## src/rtl/qnsf_pkg.sv

```systemverilog
// ----------------------------------------------------------------------------
// qnsf_pkg
// Shared types, constants and decode tables for the second-order node basis
// evaluator.
// ----------------------------------------------------------------------------
package qnsf_pkg;

   localparam int FRAC_BITS = 16;
   localparam int CW = 18;  // coordinate width
   localparam int OW = 18;  // result width
   localparam int AW = 21;  // axis factor / simplex operand width
   localparam int PW = 24;  // product width carried down the pipe

   localparam logic signed [AW-1:0] ONE_FX = AW'(1) << FRAC_BITS;
   localparam logic signed [OW-1:0] OUT_MAX = {1'b0, {(OW-1){1'b1}}};
   localparam logic signed [OW-1:0] OUT_MIN = {1'b1, {(OW-1){1'b0}}};

   typedef enum logic [1:0] {
      AX_LO   = 2'd0,
      AX_MID  = 2'd1,
      AX_HI   = 2'd2,
      AX_NONE = 2'd3
   } axis_code_type;

   typedef enum logic [2:0] {
      ST_OK          = 3'd0,
      ST_BAD_NUMBER  = 3'd1,
      ST_NOT_READY   = 3'd2,
      ST_KIND_DENIED = 3'd3,
      ST_UNKNOWN     = 3'd4
   } status_type;

   typedef enum logic [2:0] {
      ET_LINE  = 3'd0,
      ET_TRI   = 3'd1,
      ET_QUAD  = 3'd2,
      ET_TET   = 3'd3,
      ET_HEX   = 3'd4,
      ET_PRISM = 3'd5,
      ET_PYR   = 3'd6,
      ET_UNK   = 3'd7
   } elem_type;

   typedef enum logic [1:0] {
      EK_EDGE   = 2'd0,
      EK_FACE   = 2'd1,
      EK_VOLUME = 2'd2,
      EK_BAD    = 2'd3
   } kind_type;

   // simplex edge pairs: l*u, l*v, l*w, u*v, u*w, v*w
   typedef enum logic [2:0] {
      SX_LU = 3'd0,
      SX_LV = 3'd1,
      SX_LW = 3'd2,
      SX_UV = 3'd3,
      SX_UW = 3'd4,
      SX_VW = 3'd5
   } simplex_sel_type;

   typedef struct packed {
      status_type      status;
      logic            simplex;
      logic            is_tri;
      simplex_sel_type sel;
      axis_code_type   code_w;
      axis_code_type   code_v;
      axis_code_type   code_u;
   } decode_type;

   function automatic decode_type mk_tensor(axis_code_type cu, axis_code_type cv,
                                            axis_code_type cw);
      decode_type d;
      d.status  = ST_OK;
      d.simplex = 1'b0;
      d.is_tri  = 1'b0;
      d.sel     = SX_LU;
      d.code_u  = cu;
      d.code_v  = cv;
      d.code_w  = cw;
      return d;
   endfunction

   function automatic decode_type mk_simplex(simplex_sel_type s, logic is_tri);
      decode_type d;
      d = mk_tensor(AX_NONE, AX_NONE, AX_NONE);
      d.simplex = 1'b1;
      d.is_tri  = is_tri;
      d.sel     = s;
      return d;
   endfunction

   function automatic decode_type mk_status(status_type st);
      decode_type d;
      d = mk_tensor(AX_NONE, AX_NONE, AX_NONE);
      d.status = st;
      return d;
   endfunction

   function automatic decode_type quad_edge(logic [3:0] num);
      decode_type d;
      case (num)
         4'd1:    d = mk_tensor(AX_MID, AX_LO,  AX_NONE);
         4'd2:    d = mk_tensor(AX_LO,  AX_MID, AX_NONE);
         4'd3:    d = mk_tensor(AX_HI,  AX_MID, AX_NONE);
         4'd4:    d = mk_tensor(AX_MID, AX_HI,  AX_NONE);
         default: d = mk_status(ST_BAD_NUMBER);
      endcase
      return d;
   endfunction

   function automatic decode_type hex_edge(logic [3:0] num);
      decode_type d;
      case (num)
         4'd1:    d = mk_tensor(AX_MID, AX_LO,  AX_LO);
         4'd2:    d = mk_tensor(AX_LO,  AX_MID, AX_LO);
         4'd3:    d = mk_tensor(AX_LO,  AX_LO,  AX_MID);
         4'd4:    d = mk_tensor(AX_HI,  AX_MID, AX_LO);
         4'd5:    d = mk_tensor(AX_HI,  AX_LO,  AX_MID);
         4'd6:    d = mk_tensor(AX_MID, AX_HI,  AX_LO);
         4'd7:    d = mk_tensor(AX_HI,  AX_HI,  AX_MID);
         4'd8:    d = mk_tensor(AX_LO,  AX_HI,  AX_MID);
         4'd9:    d = mk_tensor(AX_MID, AX_LO,  AX_HI);
         4'd10:   d = mk_tensor(AX_LO,  AX_MID, AX_HI);
         4'd11:   d = mk_tensor(AX_HI,  AX_MID, AX_HI);
         4'd12:   d = mk_tensor(AX_MID, AX_HI,  AX_HI);
         default: d = mk_status(ST_BAD_NUMBER);
      endcase
      return d;
   endfunction

   function automatic decode_type hex_face(logic [3:0] num);
      decode_type d;
      case (num)
         4'd1:    d = mk_tensor(AX_MID, AX_LO,  AX_MID);
         4'd2:    d = mk_tensor(AX_MID, AX_MID, AX_LO);
         4'd3:    d = mk_tensor(AX_LO,  AX_MID, AX_MID);
         4'd4:    d = mk_tensor(AX_HI,  AX_MID, AX_MID);
         4'd5:    d = mk_tensor(AX_MID, AX_HI,  AX_MID);
         4'd6:    d = mk_tensor(AX_MID, AX_MID, AX_HI);
         default: d = mk_status(ST_BAD_NUMBER);
      endcase
      return d;
   endfunction

   function automatic decode_type tet_edge(logic [3:0] num);
      decode_type d;
      case (num)
         4'd1:    d = mk_simplex(SX_LU, 1'b0);
         4'd2:    d = mk_simplex(SX_LV, 1'b0);
         4'd3:    d = mk_simplex(SX_LW, 1'b0);
         4'd4:    d = mk_simplex(SX_UV, 1'b0);
         4'd5:    d = mk_simplex(SX_UW, 1'b0);
         4'd6:    d = mk_simplex(SX_VW, 1'b0);
         default: d = mk_status(ST_BAD_NUMBER);
      endcase
      return d;
   endfunction

   function automatic decode_type tri_edge(logic [3:0] num);
      decode_type d;
      case (num)
         4'd1:    d = mk_simplex(SX_LU, 1'b1);
         4'd2:    d = mk_simplex(SX_LV, 1'b1);
         4'd3:    d = mk_simplex(SX_UV, 1'b1);
         default: d = mk_status(ST_BAD_NUMBER);
      endcase
      return d;
   endfunction

   function automatic decode_type decode(logic [2:0] et, logic [1:0] ek, logic [3:0] num);
      decode_type d;
      if (elem_type'(et) == ET_UNK) begin
         d = mk_status(ST_UNKNOWN);
      end else begin
         case (kind_type'(ek))
            EK_EDGE: begin
               case (elem_type'(et))
                  ET_LINE: d = (num == 4'd1) ? mk_tensor(AX_MID, AX_NONE, AX_NONE)
                                             : mk_status(ST_BAD_NUMBER);
                  ET_TRI:  d = tri_edge(num);
                  ET_QUAD: d = quad_edge(num);
                  ET_TET:  d = tet_edge(num);
                  ET_HEX:  d = hex_edge(num);
                  default: d = mk_status(ST_NOT_READY);
               endcase
            end
            EK_FACE: begin
               if (elem_type'(et) == ET_HEX)
                  d = hex_face(num);
               else if (elem_type'(et) inside {ET_QUAD, ET_PRISM, ET_PYR})
                  d = mk_status(ST_NOT_READY);
               else
                  d = mk_status(ST_KIND_DENIED);
            end
            EK_VOLUME: begin
               d = (elem_type'(et) == ET_HEX) ? mk_tensor(AX_MID, AX_MID, AX_MID)
                                              : mk_status(ST_KIND_DENIED);
            end
            default: d = mk_status(ST_KIND_DENIED);
         endcase
      end
      return d;
   endfunction

   // round half up to FRAC_BITS, keep PW bits
   function automatic logic signed [PW-1:0] rnd_frac(logic signed [47:0] p);
      logic signed [47:0] q;
      q = (p + (48'sd1 <<< (FRAC_BITS - 1))) >>> FRAC_BITS;
      return q[PW-1:0];
   endfunction

   function automatic logic signed [OW-1:0] sat_out(logic signed [PW-1:0] x);
      logic signed [OW-1:0] r;
      if (x > PW'(OUT_MAX))
         r = OUT_MAX;
      else if (x < PW'(OUT_MIN))
         r = OUT_MIN;
      else
         r = x[OW-1:0];
      return r;
   endfunction

endpackage

```

## src/rtl/qnsf_axis.sv

```systemverilog
// ----------------------------------------------------------------------------
// qnsf_axis
// One-axis quadratic factor (m*m/4, m*p/4 or p*p/4) and its derivative.
// ----------------------------------------------------------------------------
module qnsf_axis
   import qnsf_pkg::*;
(
   input  axis_code_type        code,
   input  logic signed [CW-1:0] x,
   output logic signed [AW-1:0] f,
   output logic signed [AW-1:0] d
);

   localparam logic signed [2*AW-1:0] HALF_AX = (2*AW)'(1) << (FRAC_BITS + 1);

   logic signed [AW-1:0]   xe;
   logic signed [AW-1:0]   m;
   logic signed [AW-1:0]   p;
   logic signed [AW-1:0]   op_a;
   logic signed [AW-1:0]   op_b;
   logic signed [AW-1:0]   dv;
   logic signed [2*AW-1:0] prod;
   logic signed [2*AW-1:0] fr;

   assign xe = AW'(x);
   assign m  = ONE_FX - xe;
   assign p  = ONE_FX + xe;

   always_comb begin
      case (code)
         AX_LO:   begin op_a = m; op_b = m; dv = -m;  end
         AX_MID:  begin op_a = m; op_b = p; dv = -xe; end
         AX_HI:   begin op_a = p; op_b = p; dv = p;   end
         default: begin op_a = m; op_b = p; dv = '0;  end
      endcase
   end

   assign prod = op_a * op_b;
   assign fr   = (prod + HALF_AX) >>> (FRAC_BITS + 2);

   always_comb begin
      if (code == AX_NONE) begin
         f = ONE_FX;
         d = '0;
      end else begin
         f = fr[AW-1:0];
         d = (dv + AW'(1)) >>> 1;
      end
   end

endmodule

```

## config.mk

```make
export PLATFORM = sky130hd
export DESIGN_NAME = qnsf_axis
export DESIGN_NICKNAME = d
export VERILOG_FILES = /design/src/rtl/qnsf_pkg.sv /design/src/rtl/qnsf_axis.sv
export SDC_FILE = /design/constraint.sdc
export NUM_CORES = 1
export LEC_CHECK = 0
export BUFFER_PORTS_ARGS = -buffer_cell sky130_fd_sc_hd__buf_2
export CAP_MARGIN = 30
export CORE_UTILIZATION = 55
export DETAILED_ROUTE_END_ITERATION = 16
export PLACE_DENSITY = 0.72
export SLEW_MARGIN = 5
export SYNTH_ARGS = -nofsm -noshare
export SYNTH_HDL_FRONTEND = slang
export SYNTH_SLANG_ARGS = --single-unit
```

## constraint.sdc

```tcl
create_clock -name vclk -period 23.6
set_input_delay 3.54 -clock vclk [all_inputs]
set_output_delay 3.54 -clock vclk [all_outputs]
set_load 0.1 [all_outputs]
```

# == Word level (Yosys, flattened, before mapping) ==
# Index checks and enable logic that the tools add are counted.
# classes
n_addsub,6
mul,1
muxes,5
order_cmp,0
shift,0
bitwise_logic,0
eq_ne,3
reduce_logical,1
div_mod_pow,0
# op_table
cell,n
$mux 21,4
$pmux 21 s3,1
$add 39x19->39 const B,1
$mul 21x21->39,1
$add 21x2->21 const B,1
$neg 18->21,1
$neg 19->21,1
$add 18x18->19 const A,1
$sub 18x18->19 const A,1
$eq 2x2->1 const B,2
$eq 2x1->1 const B,1
$logic_not 2->1,1
# word_totals
mem_count,0
rom_bits,0
mem_bits_rw,0
latchBits,0
reg_bits,0

# == Longest topological paths before layout ==
# Gate-level depths: netlist of the first run.
# logic_depth
ltp_word,5
mapped_depth,38
ltp_nobuf,34

# == Least setup slack after synthesis of the first run ==
# Ideal clock, no wire load.
# synth_path
path_kind,input to output
from,in x[0]
to,out f[15]
t_arrival_ps,14361
n_path_buf,4
slack_ps,5699
path_stages,36
cell_sequence,clkbuf_1 > inv_1 > clkbuf_1 > ha_1 > nor3b_1 > and2_1 > and3_1 > buf_2 > a21oi_1 > xnor2_1 > nand2_1 > o21a_1 > clkbuf_1 > nand2_1 > fa_1 > inv_1 > fa_1 > inv_1 > fa_1 > inv_1 > fa_1 > fa_1 > fa_1 > inv_1 > fa_1 > inv_1 > ha_1 > a21oi_1 > nand2_1 > a2bb2oi_1 > nand2_1 > o21ai_0 > nand2_1 > o21ai_0 > a211oi_1 > nor4_1
# synth_between
elab_chain_cells,5
# synth_lines
item,line_no,text
start: declaration,qnsf_axis.sv:9,"input logic signed [CW-1:0] x,"
$sub 18x18->19 / $add 18x18->19 (equally long branches),"qnsf_axis.sv:26, qnsf_axis.sv:27",
$mux 21,qnsf_axis.sv:30,case (code)
$mul 21x21->39 (*),qnsf_axis.sv:38,assign prod = op_a * op_b;
$add 39x19->39 (*),qnsf_axis.sv:39,assign fr = (prod + HALF_AX) >>> (FRAC_BITS + 2);
$mux 21 (*),qnsf_axis.sv:42,if (code == AX_NONE) begin
end: declaration,qnsf_axis.sv:10,"output logic signed [AW-1:0] f,"
# Every way passes the cells marked *; elsewhere a longest branch is shown, timed or not.

# == Worst setup path in the final report of the first run ==
# layout_path
from,in x[0]
to,out f[18]
# The elaborated chain is that of the path after synthesis.

==> flow_metrics.py, run 1 <==
metrics = {
    "worst_setup_path": {
        "crit_type": "input pin to primary output",
        "slowest_stage": "fa_1",
        "crit_path_end": "f[18]",
        "cp_common_cell": "fa_1",
        "cp.required_ns": 20.06,
        "cp_data_arrival_time_ns": 14.36,
        "slowest_delay_ns": 0.76,
        "startpoint": "x[0]",
        "start_kind": "input pin",
        "crit_path_end_kind": "primary output",
        "critPathMaxFanout": 40,
    },
    "sta": {
        "layout_min_cycle_time_ns": 17.90,
        "hold_viol": 0,
        "fin_ws_ns": 5.70,
        "finalMaxSlewViolations": 0,
        "grt_setup_unrepaired": "false",
        "final.setup.tns_ns": 0,
        "timing.final.crit_share_pct": 75.9,
        "fmax_mhz": 55.9,
        "holdWs_ns": 7.75,
        "worst_pin_slew_ns": 0.991,
        "slew_headroom_pct": 33.5,
        "setup_viol": 0,
    },
    "cells_and_area": {
        "nets": 2599,
        "area_growth_pct": 4.22,
        "fill_cells": 2698,
        "register_area_um2": 0,
        "clockBufferCount": 0,
        "diodes": 0,
        "layout-drive-gt1-share_pct": 6.27,
        "design.seq.count": 0,
    },
    "drt": {
        "vias": 13800,
        "drtIter0Drc": 916,
        "routed_wl_mm": 43.6,
        "ant_nets": 0,
        "first_pass_iters": 6,
        "post_drt_wl_per_cell_um": 17.8,
        "via_per_inst": 5.62,
        "drc": 0,
    },
    "floorplanning": {
        "die_area_mm2": 0.0316,
        "ioPinCount": 62,
        "start_util_pct": 56.5,
        "die_w_um": 178,
        "rows": 63,
        "fp.dieH_um": 178,
        "coreArea_mm2": 0.0300,
    },
    "synthesis": {
        "yosys_warnings": 0,
        "synth_top_area_share_pct": 48.2,
        "yosysTopAreaCell": "fa_1",
        "synthCells": 2049,
        "synth_common_cells": "494 x inv_1, 409 x fa_1, 353 x nand2_1, 141 x nor2_1, 109 x ha_1",
        "synthesis.area_mm2": 0.0170,
        "yosysSeqAreaShare_pct": 0,
        "synth_area_per_cell_um2": 8.29,
        "synth_area_leaders": "fa_1 48%, inv_1 11%, ha_1 8.0%",
        "yosys.cell_count.top_type": "inv_1",
        "synth_fp_nets": 2587,
        "synth_cell_types": 76,
    },
    "place": {
        "pre_cts_slack_ns": 5.80,
        "hpwl_mm": 35.7,
        "port_buffers": 62,
        "gp_congestion": 0.933,
    },
    "global_route": {
        "grt_util_all_layers_pct": 29.7,
        "grt_pass1_wl_mm": 72.8,
        "grt.overflow.total": 0,
        "grt_max_degree": 41,
        "antenna_found_initial": 0,
        "grt_pass1_vias": 14300,
    },
    "hold_path": {
        "hold_class": "input pin to primary output",
    },
    "clocking": {
        "cts_resized": 0,
        "post_cts_buffers": 0,
        "holdBufCountCts": 0,
    },
    "run": {
        "cap_violations": 0,
    },
    "run_status": {
        "status": "completed",
    },
}
## layout by cell type (no fill, tap or decap), types with 21 or more instances in the layout
cell     netlist  final
xor2_1        26     25
and2_1        34     34
a21oi_1       41     41
xnor2_1       83     82
nor2_1       141    140
buf_4          4     39
ha_1         109    109
nand2_1      353    353
fa_1         409    409
buf_2         10     62
inv_1        494    494
a21o_1        21     21
o21ai_0       31     30
## kinds of logic after synthesis
logic type                 synth area share, %
AOI/OAI and AO/OA                         7.10
xor gates and xnor gates                  5.62
adders and majority gates                 56.2
buffers and inverters                     13.3
muxes                                    0.641
and+or+nand+nor                           17.1
## critical path: cells and delay by family
family | cells | cell delay (ns)
adders and majority gates | 9 | 4.77
and+or+nand+nor | 7 | 2.32
buffers and inverters | 9 | 1.75
AOI/OAI and AO/OA | 8 | 1.74
xor gates and xnor gates | 1 | 0.19
## metal layers
metal | global-route usage (%) | part of all wire [%] | up-vias
li1 | - | - | 6139
met1 | 39.2 | 40 | 6867
met2 | 50.5 | 48 | 632
met3 | 3.53 | 8.0 | 126
met4 | 10.4 | 4.2 | 0
met5 | 0 | 0 | -
## worst min path at each step
stage          start    end  slack, ns  cells past startpoint
2_1_floorplan  x[17]  d[18]       7.58                      2
3_3_place_gp   x[17]  d[18]       7.75                      4
3_5_place_dp   x[17]  d[18]       7.75                      4
4_1_cts        x[17]  d[18]       7.75                      4
5_1_grt        x[17]  d[18]       7.81                      4
6_report       x[17]  d[18]       7.75                      4
## cell type report
| cell class | count | area [µm²] | share of cell area (%) |
|---|---|---|---|
| Inverter | 496 | 1860 | 10.5 |
| Multi-Input combinational cell | 1462 | 14700 | 83.3 |
| Tap cell | 390 | 488 | 2.76 |
| Timing Repair Buffer | 101 | 603 | 3.41 |
## stage by stage
step,std cells,utilization (%),instance area (µm²)
floorplan,2049,-,17000
global placement,2449,58.9,17700
detailed placement,2449,58.9,17700
CTS,2449,58.9,17700
global route,2449,58.9,17700
finish,2449,58.9,17700
Power of run 1 is not shown: default switching activity piles up to over one toggle a cycle in this logic, so the estimate is an artifact.
==> inputs of run 2 (changes only) <==
==> constraint.sdc (replaced) <==
create_clock -name vclk -period 17.2
set_input_delay 2.58 -clock vclk [all_inputs]
set_output_delay 2.58 -clock vclk [all_outputs]
set_load 0.1 [all_outputs]
==> run 2 against run 1 <==
Effect of this change: worst setup slack got worse by 4.1 ns; hold slack got worse by 1.9 ns; first-iteration DRC count grew 11%; routed wire length down 1.9%; non-clock buffer count did not move; critical path depth is 1 lower; critical path type unchanged; critical endpoint unchanged.
==> flow_metrics.py, run 2 (synthesis results as in run 1) <==
metrics = {
    "sta": {
        "finalMaxSlewViolations": 0,
        "grt_setup_unrepaired": "false",
        "worst_pin_slew_ns": 1.01,
        "slew_headroom_pct": 32.3,
        "timing.final.crit_share_pct": 90.9,
        "hold_viol": 0,
        "fmax_mhz": 64.0,
        "final.setup.tns_ns": 0,
        "layout_min_cycle_time_ns": 15.63,
        "setup_viol": 0,
    },
    "global_route": {
        "grt.overflow.total": 0,
        "grt_max_degree": 40,
        "grt_pass1_wl_mm": 71.9,
        "grt_util_all_layers_pct": 29.3,
        "antenna_found_initial": 1,
        "grt_pass1_vias": 14300,
    },
    "drt": {
        "drc": 0,
        "drtIter0Drc": 1017,
        "vias": 13600,
        "post_drt_wl_per_cell_um": 17.5,
        "ant_nets": 0,
        "first_pass_iters": 6,
        "via_per_inst": 5.56,
        "routed_wl_mm": 42.8,
    },
    "place": {
        "gp_congestion": 0.944,
        "port_buffers": 62,
        "hpwl_mm": 35.3,
    },
    "clocking": {
        "holdBufCountCts": 0,
        "cts_resized": 0,
        "post_cts_buffers": 0,
    },
    "hold_path": {
        "hold_class": "input pin to primary output",
    },
    "worst_setup_path": {
        "cp.required_ns": 14.62,
        "slowest_stage": "fa_1",
        "crit_type": "input pin to primary output",
        "critPathMaxFanout": 17,
        "cp_data_arrival_time_ns": 13.05,
        "crit_path_end_kind": "primary output",
        "start_kind": "input pin",
        "slowest_delay_ns": 0.88,
    },
    "cells_and_area": {
        "design.seq.count": 0,
        "layout-drive-gt1-share_pct": 6.27,
        "final_common_cell": "inv_1",
        "diodes": 0,
        "nets": 2599,
        "clockBufferCount": 0,
        "area_growth_pct": 4.22,
        "register_area_um2": 0,
        "final_cell_mix": "494 x inv_1, 409 x fa_1, 353 x nand2_1, 140 x nor2_1, 109 x ha_1",
    },
    "floorplanning": {
        "ioPinCount": 62,
        "rows": 63,
        "fp.dieH_um": 178,
        "die_w_um": 178,
        "die_area_mm2": 0.0316,
        "start_util_pct": 56.5,
        "coreArea_mm2": 0.0300,
    },
    "run_status": {
        "status": "completed",
    },
    "run": {
        "cap_violations": 0,
    },
}
[run 2: cell counts in the layout (fill, tap and decap cells not counted)]
Identical to the previous run, type by type.
[run 2: layer usage]
layer	global-route usage, %	vias up	share of wire (%)
met5	0	-	0
li1	-	6128	-
met2	51.0	597	49
met3	4.52	88	8.8
met1	38.1	6804	39
met4	7.48	0	2.8
[run 2: final timing paths]
| check | from | end | slack (ns) | cells past startpoint |
|---|---|---|---|---|
| worst max-delay path | x[0] | f[18] | 1.57 | 33 |
| worst min-delay path | x[17] | d[18] | 5.84 | 4 |
[run 2: critical path: cells and delay by family]
kind | cells | cell delay [ns]
adder cells (fa/ha/maj) | 9 | 4.69
AND/OR/NAND/NOR | 7 | 2.30
AO/OA/AOI/OAI | 8 | 1.69
buffers and inverters | 8 | 1.54
XOR/XNOR | 1 | 0.19
[run 2: stage by stage]
step / hold slack [ns] / instances / utilization (%) / setup WS, ns / area [µm²]
after CTS: 5.84 / 2449 / 58.9 / 1.63 / 17700
after detailed placement: 5.84 / 2449 / 58.9 / 1.67 / 17700
after global routing: 5.89 / 2449 / 58.9 / 0.865 / 17700
after floorplan: 5.66 / 2049 / - / 1.22 / 17000
final: 5.84 / 2449 / 58.9 / 1.57 / 17700
after global placement: 5.83 / 2449 / 58.9 / 1.99 / 17700
[run 2: cell type report]
class / instances / area (µm²)
fillers: 2661 / 12300
inverters: 496 / 1860
repair buffers: 101 / 603
multi-input cells: 1462 / 14700
well taps: 390 / 488
Power of run 2 is left out for the same reason.
